--- src/rtl/core/rfe_pkg.sv ---
// ----------------------------------------------------------------------------
// rfe_pkg - shared types and constants of the reading frame encoder
// beat types, queued job type, byte sequencer steps and framing characters
// ----------------------------------------------------------------------------
package rfe_pkg;

    localparam logic [7:0] CH_HASH = 8'h23;
    localparam logic [7:0] CH_BAR  = 8'h7C;
    localparam logic [7:0] CH_CR   = 8'h0D;
    localparam logic [7:0] CH_LF   = 8'h0A;

    typedef struct packed {
        logic [31:0] reading;
    } t_in_beat;

    typedef struct packed {
        logic [7:0] frame_byte;
        logic       last_of_item;
        logic       end_of_frame;
    } t_out_beat;

    // one classified reading handed from front to back
    typedef struct packed {
        logic [31:0] reading;
        logic        first;
        logic        last;
    } t_job;

    typedef enum logic [3:0] {
        ST_HASH,
        ST_BAR0,
        ST_D3,
        ST_D2,
        ST_D1,
        ST_D0,
        ST_BAR1,
        ST_CHK,
        ST_BAR2,
        ST_CR,
        ST_LF
    } t_step;

endpackage

--- src/rtl/core/rfe_front.sv ---
// ----------------------------------------------------------------------------
// rfe_front - input side of the encoder
// accepts readings, tracks the channel position and tags first/last channel
// ----------------------------------------------------------------------------
module rfe_front
    import rfe_pkg::*;
#(
    parameter int NUM_CHANNELS = 8
) (
    input  logic     i_clk,
    input  logic     i_rst_n,
    input  logic     i_valid,
    output logic     o_ready,
    input  t_in_beat i_beat,
    output logic     o_push_valid,
    input  logic     i_push_ready,
    output t_job     o_push_job
);
    localparam int IDX_W = (NUM_CHANNELS > 1) ? $clog2(NUM_CHANNELS) : 1;
    localparam logic [IDX_W-1:0] LAST_IDX = IDX_W'(NUM_CHANNELS - 1);

    logic [IDX_W-1:0] r_idx;
    logic [IDX_W-1:0] n_idx;
    logic             is_last;
    logic             accept;

    assign is_last      = (r_idx == LAST_IDX);
    assign o_ready      = i_push_ready;
    assign o_push_valid = i_valid;
    assign accept       = i_valid && i_push_ready;

    always_comb begin
        o_push_job.reading = i_beat.reading;
        o_push_job.first   = (r_idx == '0);
        o_push_job.last    = is_last;
        n_idx              = r_idx;
        if (accept) begin
            n_idx = is_last ? '0 : r_idx + IDX_W'(1);
        end
    end

    always_ff @(posedge i_clk) begin
        if (!i_rst_n) begin
            r_idx <= '0;
        end else begin
            r_idx <= n_idx;
        end
    end
endmodule

--- config.mk ---
export PLATFORM = sky130hd
export DESIGN_NAME = rfe_front
export DESIGN_NICKNAME = d
export VERILOG_FILES = /design/src/rtl/core/rfe_pkg.sv /design/src/rtl/core/rfe_front.sv
export SDC_FILE = /design/constraint.sdc
export NUM_CORES = 1
export LEC_CHECK = 0
export ABC_CLOCK_PERIOD_IN_PS = 2000
export BUFFER_PORTS_ARGS = -buffer_cell sky130_fd_sc_hd__buf_2
export CORE_UTILIZATION = 29
export DETAILED_ROUTE_END_ITERATION = 6
export MAX_ROUTING_LAYER = met4
export PLACE_DENSITY = 0.87
export SETUP_SLACK_MARGIN = 0.3
export SLEW_MARGIN = 20
export SYNTH_ARGS = -nofsm -noshare
export SYNTH_HDL_FRONTEND = slang
export SYNTH_SLANG_ARGS = --single-unit
--- constraint.sdc ---
create_clock -name i_clk -period 2 [get_ports i_clk]
set_clock_uncertainty 0.1 [all_clocks]
set_input_delay 0.3 -clock i_clk [delete_from_list [all_inputs] [get_ports i_clk]]
set_output_delay 0.3 -clock i_clk [all_outputs]
set_load 0.1 [all_outputs]
==> run_results.csv <==
group,metric,value,unit
routing,wl_per_cell,11.3,um
min_path,min_to,"r_idx[2]$_SDFFE_PN0P_",
grt,grt-busiest-layer,"met4",
synth,syn_area,444,um2
synth,synth-adder-area-share,8.45,%
synth,synthFlopType,"dfxtp_1",
setup_path,crit_fanout,4,
synth,syn_area_per_cell,8.38,um2
die,fp.coreArea,1370,um2
layout,synthToLayoutAreaGrowth,-38.3,%
grt,grt_use_met3,9.24,%
setup_path,worst-path-buf-inv,2,
routing,via_count,212,
pwr,power_leakage,0.142,nW
timing,fin_crit,1.61,ns
synth,ys_ff_latch,3,
setup_path,crit_arrival,1.21,ns
place,place_congestion,0.655,
clock_tree,cts_root_buffer,"clkbuf_4",
routing,drc,0,
layout,largestRegisters,"r_idx (3)",
pwr,p_per_area,809,nW/um2
setup_path,r2r-end,"r_idx[2]$_SDFFE_PN0P_",
timing,min_period_over_period,80.4,%
timing,fin_tns_setup,0,ns
grt,overflow,0,
synth,ys_types,9,
grt,first_global_vias,173,
status,status,"finished, final reports clean",
die,die_w,41.1,um
timing,setup_viol,0,
die,fp.dieArea,1690,um2
job,drv_cap,0,
setup_path,worstPathRequired,1.60,ns
synth,yosysSeqAreaShare,13.5,%
synth,async_flop_share,0,%
synth,synth_edf_count,0,
layout,regArea,60.1,um2
setup_path,reg2regPathDepth,4,
routing,via_per_inst,4.82,
timing,rsz0062_at_grt,"false",
layout,fillers,158,
timing,max_slew.worst_pin.slew,0.482,ns
clock_tree,insertion_delay,0.23,ns
setup_path,critical-path-top-delay-family,"flip-flops",
grt,grt_max_degree,8,
grt,gr-usage-all-layers,7.08,%
synth,synthXorXnorAreaFrac,0,%
clock_tree,numCtsBuffers,3,
grt,antenna_found_initial,0,
timing,setup_ws,0.393,ns
timing,hold_viol,0,
setup_path,reg2reg_slack,0.70,ns
clock_tree,cts.sinks,3,
synth,yosysTopAreaCellShare,59.2,%
synth,synth_top_family_by_area,"buffers and inverters",
synth,syn_nets,92,
synth,synth-compound-area-share,10.1,%
timing,maxSlewViolCount,0,
timing,whs,0.209,ns
routing,firstDrtPassIters,2,
clock_tree,cts_max_level,1,
clock_tree,holdBufCountCts,0,
die,fp-row-count,13,
setup_path,path_class,"flip-flop to primary output",
synth,netlist_top_cells_count,"buf_4 (35), a21boi_0 (3), dfxtp_1 (3), ha_1 (3), o21a_1 (3)",
layout,regMostFlops,"r_idx",
routing,first_iter_violations,4,
synth,synth_top_cell_by_area,"buf_4",
pwr,power,0.222,mW
min_path,holdPathStages,2,
synth,synthSimpleGateAreaFrac,7.04,%
setup_path,critPathSlowestCell,"dfxtp_1",
die,initial_utilization,32.5,%
layout,antenna_cells,0,
grt,use_met1,5.13,%
grt,gr-usage-met2,6.64,%
setup_path,crit_chain,"inv_1 > ha_1 > nor2b_4 > clkbuf_4",
setup_path,cp-start-kind,"flip-flop",
routing,drt-total-wl,497,um
setup_path,reg2reg_from,"r_idx[0]$_SDFFE_PN0P_",
synth,synth_mux_area_share,0,%
synth,synth_warnings,0,
clock_tree,clk_pin_slew,0.04,ns
place,port_buffers,7,
grt,grt_pass1_wl,648,um
layout,largest_reg_flops,3,
clock_tree,clk_path_buf_depth,2,
min_path,min_path_type,"input port to flip-flop",
min_path,hold_start,"i_rst_n",
timing,fmax,622,MHz
die,die_h,41.1,um
synth,yosysMostFrequentCell,"buf_4",
layout,nets,69,
die,ios,72,
timing,slew_headroom,68.1,%
routing,ant_nets,0,
pwr,ir_worst_vdd,0.164,mV
setup_path,slowest_delay,0.35,ns
layout,multiInputGateArea,121,um2
layout,drive_gt1_share,37.9,%
synth,ys_top_cells_by_area,"buf_4 (59%), dfxtp_1 (14%), ha_1 (8.5%), a21boi_0 (5.1%), o21a_1 (5.1%)",
place,pre_cts_ws,0.522,ns
clock_tree,cts_tree,"built",
synth,synthesis.instances,53,
setup_path,cp-end-kind,"primary output",
-- per-stage QoR --
step / area [um2] / std cells / utilization (%)
after detailed placement: 243 / 40 / 17.8
final: 274 / 44 / 20.1
after global placement: 243 / 40 / 17.8
after CTS: 272 / 44 / 19.9
after floorplan: 452 / 53 / -
after global routing: 274 / 44 / 20.1
-- repair_timing --
item | 4_1_cts | 5_1_grt
endpoints found under the setup margin | 1 | 1
endpoints found under the hold margin | 0 | 0
pin swaps | 0 | 0
setup buffers | 0 | 0
resized for setup | 1 | 1
-- worst max path at each step --
stage                                      from            end  slack (ns)  cells past startpoint
after floorplan           r_idx[0]$_SDFFE_PN0P_  o_push_job[1]        0.59                      3
after global placement    r_idx[0]$_SDFFE_PN0P_  o_push_job[0]        0.53                      3
after detailed placement  r_idx[0]$_SDFFE_PN0P_  o_push_job[0]        0.52                      3
after CTS                 r_idx[0]$_SDFFE_PN0P_  o_push_job[1]        0.31                      4
after global routing      r_idx[0]$_SDFFE_PN0P_  o_push_job[1]        0.31                      4
final                     r_idx[0]$_SDFFE_PN0P_  o_push_job[1]        0.39                      4
-- logic make-up (layout without fill, tap and decap cells) --
family / after synthesis / after routing
buffers and inverters: 37 / 13
AND/OR/NAND/NOR: 4 / 4
flip-flops: 3 / 3
AO/OA/AOI/OAI: 6 / 6
adder cells (fa/ha/maj): 3 / 3
-- power by group --
group / switching [mW] / total [mW] / internal, mW
clock: 0.0334 / 0.108 / 0.0749
sequential: 0.00153 / 0.0637 / 0.0622
combinational: 0.0371 / 0.0496 / 0.0125
total: 0.0720 / 0.222 / 0.150
-- routing by layer --
layer	wire length [um]	vias to the layer above
li1	-	87
met1	193	99
met2	201	22
met3	92	4
met4	9	0
met5	0	-
-- final cells by class --
type,count,area share [%]
repair buffers,7,14.6
clock buffers,4,9.59
flip-flops and latches,3,21.9
inverters,2,2.74
multi-input cells,13,44.3
well taps,15,6.85
-- layout by cell type (no fill, tap or decap), drive strengths merged --
master / count
and3: 2
a21boi: 3
inv: 2
dfxtp: 3
ha: 3
o21a: 3
clkbuf: 5
nor2b: 1
buf: 6
and4bb: 1
Note: power is estimated with default switching activity, not from simulation.
