$ cat config.mk
export PLATFORM = sky130hd
export DESIGN_NAME = rfe_queue
export DESIGN_NICKNAME = d
export VERILOG_FILES = /design/src/rtl/core/rfe_pkg.sv /design/src/rtl/core/rfe_queue.sv
export SDC_FILE = /design/constraint.sdc
export NUM_CORES = 1
export LEC_CHECK = 0
export BUFFER_PORTS_ARGS = -buffer_cell sky130_fd_sc_hd__buf_4
export CAP_MARGIN = 30
export CORE_ASPECT_RATIO = 0.75
export CORE_MARGIN = 1.5
export CORE_UTILIZATION = 45
export CTS_BUF_LIST = sky130_fd_sc_hd__clkbuf_8
export DETAILED_ROUTE_END_ITERATION = 16
export MAX_ROUTING_LAYER = met4
export PLACE_DENSITY_LB_ADDON = 0.3
export SLEW_MARGIN = 0
export SYNTH_ARGS = -nofsm -noshare
export SYNTH_HDL_FRONTEND = slang
export SYNTH_SLANG_ARGS = --single-unit
$ cat constraint.sdc
create_clock -name i_clk -period 3.3 [get_ports i_clk]
set_clock_uncertainty 0.1 [all_clocks]
set_input_delay 0.66 -clock i_clk [delete_from_list [all_inputs] [get_ports i_clk]]
set_output_delay 0.66 -clock i_clk [all_outputs]
set_load 0.01 [all_outputs]
$ cat src/rtl/core/rfe_pkg.sv
// ----------------------------------------------------------------------------
// rfe_pkg - shared types and constants of the reading frame encoder
// beat types, queued job type, byte sequencer steps and framing characters
// ----------------------------------------------------------------------------
package rfe_pkg;

    localparam logic [7:0] CH_HASH = 8'h23;
    localparam logic [7:0] CH_BAR  = 8'h7C;
    localparam logic [7:0] CH_CR   = 8'h0D;
    localparam logic [7:0] CH_LF   = 8'h0A;

    typedef struct packed {
        logic [31:0] reading;
    } t_in_beat;

    typedef struct packed {
        logic [7:0] frame_byte;
        logic       last_of_item;
        logic       end_of_frame;
    } t_out_beat;

    // one classified reading handed from front to back
    typedef struct packed {
        logic [31:0] reading;
        logic        first;
        logic        last;
    } t_job;

    typedef enum logic [3:0] {
        ST_HASH,
        ST_BAR0,
        ST_D3,
        ST_D2,
        ST_D1,
        ST_D0,
        ST_BAR1,
        ST_CHK,
        ST_BAR2,
        ST_CR,
        ST_LF
    } t_step;

endpackage

$ cat src/rtl/core/rfe_queue.sv
// ----------------------------------------------------------------------------
// rfe_queue - two-entry job queue
// decouples reading intake from byte emission
// ----------------------------------------------------------------------------
module rfe_queue
    import rfe_pkg::*;
(
    input  logic i_clk,
    input  logic i_rst_n,
    input  logic i_push_valid,
    output logic o_push_ready,
    input  t_job i_push_job,
    output logic o_pop_valid,
    input  logic i_pop_ready,
    output t_job o_pop_job
);
    t_job       r_mem [2];
    logic       r_wptr;
    logic       r_rptr;
    logic [1:0] r_count;
    logic       push;
    logic       pop;

    assign o_push_ready = (r_count != 2'd2);
    assign o_pop_valid  = (r_count != 2'd0);
    assign o_pop_job    = r_mem[r_rptr];
    assign push         = i_push_valid && o_push_ready;
    assign pop          = o_pop_valid && i_pop_ready;

    always_ff @(posedge i_clk) begin
        if (push) begin
            r_mem[r_wptr] <= i_push_job;
        end
    end

    always_ff @(posedge i_clk) begin
        if (!i_rst_n) begin
            r_wptr  <= 1'b0;
            r_rptr  <= 1'b0;
            r_count <= 2'd0;
        end else begin
            if (push) begin
                r_wptr <= ~r_wptr;
            end
            if (pop) begin
                r_rptr <= ~r_rptr;
            end
            r_count <= r_count + {1'b0, push} - {1'b0, pop};
        end
    end
endmodule

==> impl_results.rst <==
.. list-table::
   :header-rows: 1

   * - Metric
     - Value
   * - Result of the run
     - complete, no violations
   * - Detail Route met2 WL
     - 2.20 mm
   * - Category of the critical setup timing path
     - register to primary output
   * - Yosys Warn Count
     - 0
   * - Arrival time at the worst endpoint
     - 1.77 ns
   * - Headroom to the max-slew limit
     - 46.0%
   * - Detail-routed net length per standard cell
     - 15.5 um
   * - Die area
     - 6810 um^2
   * - Biggest area contributors in the synthesized netlist
     - sky130_fd_sc_hd__edfxtp_1 (72%), sky130_fd_sc_hd__mux2_4 (16%), sky130_fd_sc_hd__dfxtp_1 (3.5%), sky130_fd_sc_hd__buf_12 (2.1%), sky130_fd_sc_hd__mux2_2 (1.6%)
   * - Post-synth ARST share
     - 0%
   * - Critical path, cell by cell
     - buf_12 -> mux2_2 -> buf_4
   * - Top routing layer in use
     - met4
   * - End of the worst hold path
     - r_mem[0][2]
   * - Setup slack at placement
     - 1.10 ns
   * - Number of iterations in the first detailed-routing pass
     - 4
   * - Number of instances on the worst hold path
     - 1
   * - Largest voltage drop on the vdd net
     - 0.000380 V
   * - Cell area after synthesis
     - 2840 um^2
   * - Number of flops mapped to enable cells by yosys
     - 68
   * - Vias after detailed routing
     - 1,368
   * - Post-Synthesis Net Count
     - 170
   * - Setup ws final
     - 0.767 ns
   * - Clock insertion delay at the later pin of the skew report
     - 0.33 ns
   * - Max-cap viol count
     - 0
   * - CTS buffer count
     - 9
   * - Vias in the first global route
     - 1,373
   * - Amount of wire on met3 after detailed routing
     - 351 um
   * - Placeable core region
     - 5950 um^2
   * - Crit-path max cell delay
     - 0.67 ns
   * - # Post-CTS Setup Buffers
     - 0
   * - Largest net degree at the start of global routing
     - 35
   * - Slowest cell on crit path
     - sky130_fd_sc_hd__dfxtp_2
   * - Detailed-route wire length on metal 1
     - 1.97 mm
   * - Worst reg2reg endpoint
     - r_count[1]
   * - Fin Hold WS
     - 0.408 ns
   * - Area delta synth->final
     - 26.9%
   * - Leakage power
     - 1.42 nW
   * - Pin slew with the least headroom to its limit
     - 0.809 ns
   * - GRT Total Usage
     - 14.6%
   * - Share of cells above drive strength 1
     - 58.3%
   * - Cell type with the largest total area after synthesis
     - sky130_fd_sc_hd__edfxtp_1
   * - #FFs+latches synth
     - 73
   * - Final cycle utilization of the critical path
     - 76.8%
   * - Crit path max fanout
     - 19
   * - Mapped Cells
     - 130
   * - Cell with the most instances after synthesis
     - sky130_fd_sc_hd__edfxtp_1
   * - Global-route wire length before repair
     - 6.75 mm
   * - I/O pin total
     - 74
   * - Clock-pin slew on the worst setup and hold paths
     - 0.07 ns
   * - Setup crit start kind
     - register
   * - Ant diodes
     - 0
   * - Number of remaining DRC errors
     - 0
   * - Placer Congestion
     - 0.713
   * - CP Buf/Inv Count
     - 2
   * - Sum of routed wire length over all layers
     - 4.56 mm
   * - Resized cells post-CTS
     - 0
   * - Initial drt markers
     - 135
   * - Critical path's top delay family
     - flip-flops
   * - Total number of H-tree levels
     - 3
   * - Endpoint kind of the worst setup timing path
     - primary output
   * - Number of core rows
     - 24
   * - Total overflow reported by the global router
     - 0
   * - Register area share after synthesis
     - 75.3%
   * - Placed instance area
     - 3460 um^2
   * - Clk sinks
     - 73
   * - Final setup fails
     - 0
   * - Remaining antenna violation count after routing
     - 0
   * - Die height
     - 71.8 um
   * - Req. time, crit path
     - 2.54 ns
   * - Setup tns final
     - 0 ns
   * - Area share of the leading cell type in the synthesized netlist
     - 71.8%
   * - Number of hold buffers added after cts
     - 0
   * - Avg Vias per Cell
     - 4.65
   * - Register-to-register path setup slack
     - 1.50 ns
   * - Most instantiated cells after synthesis
     - sky130_fd_sc_hd__edfxtp_1 (68), sky130_fd_sc_hd__mux2_4 (30), sky130_fd_sc_hd__dfxtp_1 (5), sky130_fd_sc_hd__mux2_2 (4)
   * - Max Buffers Root-to-Sink
     - 2
   * - Launch point of the worst reg-to-reg path
     - r_count[0]
   * - Effective utilization at floorplan
     - 47.8%
   * - Number of pins exceeding their max-slew limit in the final report
     - 0
   * - Areal power density over the cells
     - 707 nW/um^2
   * - F_max
     - 395 MHz
   * - Net count of the finished layout
     - 252
   * - Final hold vios
     - 0
   * - Clk Tree Root Cell
     - sky130_fd_sc_hd__clkbuf_8
   * - TritonCTS clock tree
     - built
   * - Count of input and output buffers
     - 73
   * - Launch point of the worst hold path
     - i_push_job[2]
   * - Summed area of non-filler cells in the final layout
     - 3610 um^2
   * - RSZ-0062 raised after global routing
     - no
   * - Horizontal die dimension
     - 94.8 um
   * - Type of the worst min-delay path
     - input port to register
   * - Mean post-synth cell area
     - 21.9 um^2
   * - Power, Total
     - 2.55 mW
   * - Commonest register cell after synthesis
     - sky130_fd_sc_hd__edfxtp_1
   * - Number of different library cells in the post-synthesis netlist
     - 18
   * - Number of antenna violations at the first check in global routing
     - 0
   * - Final Critical Period
     - 2.53 ns
   * - Cell count of the worst reg-to-reg path
     - 8
## report_power, final
part / internal, mW / switching (mW) / total, mW / leakage, nW
clock network: 0.257 / 0.289 / 0.547 / 0.0849
registers: 1.17 / 0.0743 / 1.24 / 0.677
logic: 0.452 / 0.311 / 0.763 / 0.660
## state kept, by name (all words and copies together), names as in the netlist, named ones only
name / flops
r_mem: 68
r_count: 2
r_rptr: 1
r_wptr: 1
## metrics by stage
stage / std cells / util, %
2_1_floorplan: 130 / -
3_3_place_gp: 279 / 58.1
3_5_place_dp: 279 / 58.1
4_1_cts: 294 / 60.7
5_1_grt: 294 / 60.7
6_report: 294 / 60.7
## layer usage
metal	track usage, %	up-vias
met3	7.96	5
met4	3.48	0
met2	22.1	54
met5	-	-
met1	17.1	650
li1	-	659
## worst max-delay path by stage
stage                  from       endpoint  cells past startpoint
6_report           register   o_pop_job[2]                      3
5_1_grt            register   o_pop_job[2]                      3
4_1_cts            register   o_pop_job[2]                      3
3_5_place_dp       register   o_pop_job[2]                      3
3_3_place_gp       register  o_pop_job[33]                      3
2_1_floorplan  i_push_valid    r_mem[0][0]                      2
## cells by family after synthesis
logic type	after synthesis	share of synthesized area, %
multiplexers	35	17.8
XOR/XNOR	3	0.924
AND/OR/NAND/NOR	11	2.16
flip-flops	73	75.3
adder cells (fa/ha/maj)	2	0.880
AO/OA/AOI/OAI	1	0.308
buffers and inverters	5	2.64
## cells in the final DEF, fill, tap and decap left out, types with 3 or more instances in the layout
cell type and count:
sky130_fd_sc_hd__xnor2_1 3, sky130_fd_sc_hd__inv_1 3, sky130_fd_sc_hd__edfxtp_1 68, sky130_fd_sc_hd__mux2_2 4, sky130_fd_sc_hd__clkbuf_8 9, sky130_fd_sc_hd__dfxtp_1 4, sky130_fd_sc_hd__buf_4 74, sky130_fd_sc_hd__mux2_4 30
## cell type report
type	instances	area [um^2]
fill	453	2340
inverter	1	3.75
clock inverter	6	28.8
tap	78	97.6
timing repair buffer	75	576
sequential	73	2140
multi-input combinational	52	636
clock buffer	9	124
Note: power is estimated with default switching activity, not from simulation.
