File: src/rtl/core/rfe_pkg.sv
// ----------------------------------------------------------------------------
// rfe_pkg - shared types and constants of the reading frame encoder
// beat types, queued job type, byte sequencer steps and framing characters
// ----------------------------------------------------------------------------
package rfe_pkg;

    localparam logic [7:0] CH_HASH = 8'h23;
    localparam logic [7:0] CH_BAR  = 8'h7C;
    localparam logic [7:0] CH_CR   = 8'h0D;
    localparam logic [7:0] CH_LF   = 8'h0A;

    typedef struct packed {
        logic [31:0] reading;
    } t_in_beat;

    typedef struct packed {
        logic [7:0] frame_byte;
        logic       last_of_item;
        logic       end_of_frame;
    } t_out_beat;

    // one classified reading handed from front to back
    typedef struct packed {
        logic [31:0] reading;
        logic        first;
        logic        last;
    } t_job;

    typedef enum logic [3:0] {
        ST_HASH,
        ST_BAR0,
        ST_D3,
        ST_D2,
        ST_D1,
        ST_D0,
        ST_BAR1,
        ST_CHK,
        ST_BAR2,
        ST_CR,
        ST_LF
    } t_step;

endpackage

File: src/rtl/core/rfe_back.sv
// ----------------------------------------------------------------------------
// rfe_back - byte sequencer of the encoder
// walks each job through its frame bytes, keeps the checksum, drives output
// ----------------------------------------------------------------------------
module rfe_back
    import rfe_pkg::*;
(
    input  logic      i_clk,
    input  logic      i_rst_n,
    input  logic      i_job_valid,
    output logic      o_job_ready,
    input  t_job      i_job,
    output logic      o_valid,
    input  logic      i_ready,
    output t_out_beat o_beat
);
    logic        r_busy;
    t_job        r_job;
    t_step       r_step;
    logic [15:0] r_sum;
    logic        r_out_valid;
    t_out_beat   r_out;

    logic        out_ok;
    logic        adv;
    logic        done;
    logic        pop;
    t_step       end_step;
    logic [7:0]  cur_byte;
    logic        summed;
    logic [7:0]  chk;

    // x mod 255 by folding the two bytes twice
    function automatic logic [7:0] mod255(input logic [15:0] x);
        logic [8:0] s1;
        logic [8:0] s2;
        s1 = {1'b0, x[15:8]} + {1'b0, x[7:0]};
        s2 = {8'd0, s1[8]} + {1'b0, s1[7:0]};
        mod255 = (s2 == 9'd255) ? 8'd0 : s2[7:0];
    endfunction

    assign chk      = mod255(r_sum);
    assign out_ok   = !r_out_valid || i_ready;
    assign adv      = r_busy && out_ok;
    assign end_step = r_job.last ? (r_job.first ? ST_BAR2 : ST_LF) : ST_BAR1;
    assign done     = adv && (r_step == end_step);
    assign o_job_ready = !r_busy || done;
    assign pop      = i_job_valid && o_job_ready;
    assign summed   = (r_step <= ST_BAR1);
    assign o_valid  = r_out_valid;
    assign o_beat   = r_out;

    always_comb begin
        unique case (r_step)
            ST_HASH: cur_byte = CH_HASH;
            ST_D3:   cur_byte = r_job.reading[31:24];
            ST_D2:   cur_byte = r_job.reading[23:16];
            ST_D1:   cur_byte = r_job.reading[15:8];
            ST_D0:   cur_byte = r_job.reading[7:0];
            ST_CHK:  cur_byte = chk;
            ST_CR:   cur_byte = CH_CR;
            ST_LF:   cur_byte = CH_LF;
            ST_BAR0, ST_BAR1, ST_BAR2: cur_byte = CH_BAR;
            default: cur_byte = CH_BAR;
        endcase
    end

    always_ff @(posedge i_clk) begin
        if (adv) begin
            r_out.frame_byte   <= cur_byte;
            r_out.last_of_item <= (r_step == end_step);
            r_out.end_of_frame <= (r_step == ST_LF);
        end
        if (pop) begin
            r_job <= i_job;
        end
    end

    always_ff @(posedge i_clk) begin
        if (!i_rst_n) begin
            r_busy      <= 1'b0;
            r_step      <= ST_HASH;
            r_sum       <= '0;
            r_out_valid <= 1'b0;
        end else begin
            if (adv) begin
                r_out_valid <= 1'b1;
            end else if (i_ready) begin
                r_out_valid <= 1'b0;
            end

            // sum clears once the frame's final byte is out
            if (done && r_job.last) begin
                r_sum <= '0;
            end else if (adv && summed) begin
                r_sum <= r_sum + {8'd0, cur_byte};
            end

            if (pop) begin
                r_busy <= 1'b1;
                r_step <= i_job.first ? ST_HASH : ST_D3;
            end else if (done) begin
                r_busy <= 1'b0;
            end else if (adv) begin
                r_step <= t_step'(r_step + 4'd1);
            end
        end
    end
endmodule

File: config.mk
export PLATFORM = sky130hd
export DESIGN_NAME = rfe_back
export DESIGN_NICKNAME = d
export VERILOG_FILES = /design/src/rtl/core/rfe_pkg.sv /design/src/rtl/core/rfe_back.sv
export SDC_FILE = /design/constraint.sdc
export NUM_CORES = 1
export LEC_CHECK = 0
export BUFFER_PORTS_ARGS = -buffer_cell sky130_fd_sc_hd__buf_2
export CORE_MARGIN = 2
export CORE_UTILIZATION = 55
export CTS_BUF_LIST = sky130_fd_sc_hd__clkbuf_4 sky130_fd_sc_hd__clkbuf_8
export CTS_CLUSTER_DIAMETER = 80
export DETAILED_ROUTE_END_ITERATION = 7
export PLACE_DENSITY = 0.85
export SYNTH_ARGS = -nofsm -noshare
export SYNTH_HDL_FRONTEND = slang
export SYNTH_SLANG_ARGS = --single-unit
File: constraint.sdc
create_clock -name i_clk -period 6.4 [get_ports i_clk]
set_input_delay 1.6 -clock i_clk [delete_from_list [all_inputs] [get_ports i_clk]]
set_output_delay 1.6 -clock i_clk [all_outputs]
set_load 0.02 [all_outputs]
==> results.py <==
metrics = {
    "final_layout": {
        "design_area_um2": 4050,
        "final_layout_size_suffix_gt1_share_pct": 18.6,
        "final_common_cell": "buf_2",
        "areaGrowthSynthToFinish_pct": 14.1,
        "fin_nets": 449,
        "stdcell_count": 469,
        "num_antenna_cells": 0,
        "layout_common_cells": "buf_2 (49), edfxtp_1 (44), nor2_1 (35)",
    },
    "drt": {
        "maxUsedRoutingLayer": "met4",
        "routed-wl-met3_um": 479,
        "postRouteAntennaNets": 0,
        "routed_wl_um": 7820,
        "drc": 0,
        "avgViaCountPerCell": 6.00,
        "drtIter0Drc": 301,
        "vias": 2812,
        "first_pass_iters": 5,
        "drt-met1-wl_um": 3390,
        "dr_wl_met2_um": 3830,
        "wl_per_cell_um": 16.7,
    },
    "critical_path": {
        "critical_path_class": "register to register",
        "path_cells": "ha_1 -> fa_1 -> a211oi_2 -> o21a_1 -> nor2_1 -> o21ai_0 -> nand2b_1 -> ha_1 -> ha_1 -> nand2_1 -> nand2b_1 -> a211o_1 -> a311o_1 -> o21ai_4 -> o21bai_1 -> ha_1 -> a21o_1 -> a21oi_1 -> o21ai_0 -> a21oi_1 -> o21ai_1 -> nand4_1 -> mux2_2",
        "critical_path_required_ns": 6.64,
        "crit_slowest_cell": "fa_1",
        "critical_path.most_common_cell": "ha_1",
        "reg2reg_slack_ns": 0.90,
        "crit_path_max_incr_delay_ns": 0.43,
        "critPathLaunchType": "register",
        "crit_path_max_fanout": 8,
        "cp_data_arrival_time_ns": 5.74,
        "path_delay_family": "compound AO/OA/AOI/OAI gates",
        "path_buf_inv": 0,
        "cp-end-kind": "register",
    },
    "logic_synthesis": {
        "async_reset_ff_share_pct": 0,
        "synth_edf_count": 44,
        "synthesis.instances": 338,
        "synth_warnings": 0,
        "netlist_area_um2": 3550,
        "avgSynthCellArea_um2": 10.5,
        "ys_seq_elements": 66,
        "ys.flop_type": "edfxtp_1",
        "ys_seq_area_share_pct": 49.7,
        "synth_nets": 400,
        "ys_types": 53,
    },
    "flow_run": {
        "cap_violations": 0,
    },
    "floorplanning": {
        "fp.dieW_um": 84.3,
        "core_um2": 6280,
        "rows": 29,
        "start_util_pct": 56.5,
        "die_area_um2": 7110,
        "die_h_um": 84.3,
        "io_pins": 50,
    },
    "clock_network": {
        "clock-sinks": 66,
        "htreeDepth": 3,
        "cts_setup_buffers": 0,
        "postCtsHoldBufs": 0,
        "cts_tree": "built",
        "cts_resized": 0,
        "cts.clk_slew.worst_paths_ns": 0.06,
        "cts-buffers-inserted": 9,
        "clockRootBuffer": "clkbuf_8",
        "clock_latency_ns": 0.36,
        "cts_buffer_depth": 2,
    },
    "timing": {
        "max_freq_ghz": 0.182,
        "hold_slack_ns": 0.491,
        "slew_violations": 0,
        "setup_viol_count_final": 0,
        "fin_setup_tns_ns": 0,
        "post-route-min-period_ns": 5.50,
        "rsz0062_at_grt": "false",
        "worstMarginPinSlew_ns": 0.718,
        "skew_ns": 0.0118,
        "max-slew-margin-rel_pct": 52.1,
        "fin_crit_sh_pct": 85.9,
        "timing_hold_violations_final": 0,
    },
    "grt": {
        "grt_pass1_wl_um": 13200,
        "grt_usage_pct": 23.7,
        "grt-ovfl-total": 0,
        "grt_max_degree": 35,
        "grt_pass1_vias": 2804,
        "antenna_found_initial": 0,
    },
    "placement": {
        "hpwl_um": 5540,
        "gp_congestion": 0.907,
        "port_buffers": 49,
        "place_area_um2": 3850,
        "dpl.cell_count": 453,
    },
    "status": {
        "status": "finished clean",
    },
    "pwr": {
        "ir_worst_vdd_uv": 157,
        "power.total_mw": 1.03,
        "leakagePower_nw": 1.62,
        "p_per_area_nw_per_um2": 255,
    },
    "worst_hold_path": {
        "min_path_type": "register to register",
    },
}
[routing by layer]
metal / vias to the layer above / GRT usage, %
met5: - / 0
met4: 0 / 8.65
met3: 11 / 6.10
met2: 98 / 38.6
met1: 1352 / 30.6
li1: 1351 / -
[path summary, 6_finish.rpt]
| path | start | endpoint | cells after the start |
|---|---|---|---|
| worst min register to register | r_sum[5]$_SDFFE_PP0P_ | r_sum[5]$_SDFFE_PP0P_ | 2 |
| worst max register to register | r_sum[8]$_SDFFE_PP0P_ | r_sum[15]$_SDFFE_PP0P_ | 23 |
| worst min-delay path | r_sum[5]$_SDFFE_PP0P_ | r_sum[5]$_SDFFE_PP0P_ | 2 |
| worst max-delay path | r_sum[8]$_SDFFE_PP0P_ | r_sum[15]$_SDFFE_PP0P_ | 23 |
[flip-flops by register name, summed over array words and instances (netlist names)]
register,count
r_job,34
r_step,4
r_busy,1
o_beat,10
r_sum,16
o_valid,1
[Yosys cell counts, types with 7 or more instances]
library cell  instances  share of area (%)
nand2_1              24                2.5
inv_1                19                2.0
a221oi_1              7                1.7
dfxtp_1              22                 12
a21oi_1              27                3.8
ha_1                 22                7.8
o21ai_1               7               0.99
o21ai_0               8                1.1
edfxtp_1             44                 37
xnor2_1              16                4.0
nor2_1               35                3.7
clkbuf_1             12                1.3
[worst min-delay path, stage by stage, from the launching register on]
cell and delay, ns:
dfxtp_1 0.33, nand2_1 0.06, a21oi_1 0.05
[logic make-up after synthesis]
| family | synth area share, % |
|---|---|
| xor+xnor | 4.94 |
| buf+inv | 3.53 |
| fa+ha+maj | 8.89 |
| mux | 0.882 |
| flops | 49.7 |
| simple gates | 13.2 |
| compound gates | 18.9 |
[layout make-up]
type	instances	area [um2]
Fill cell	500	2230
Sequential cell	66	1760
Multi-Input combinational cell	239	1660
Timing Repair Buffer	51	260
Clock buffer	11	139
Tap cell	77	96.3
Inverter	20	75.1
Clock inverter	5	55.1
[metrics by stage]
step | utilization [%] | worst slack (ns)
floorplan | - | 1.55
CTS | 64.5 | 0.991
global route | 64.5 | 0.559
global placement | 61.4 | 1.31
finish | 64.5 | 0.899
detailed placement | 61.4 | 1.09
[where the power goes]
part / internal (mW) / switching [mW]
Clock: 0.187 / 0.157
Combinational: 0.0751 / 0.111
Sequential: 0.486 / 0.0153
No activity file was read; power rests on OpenSTA's default activity.
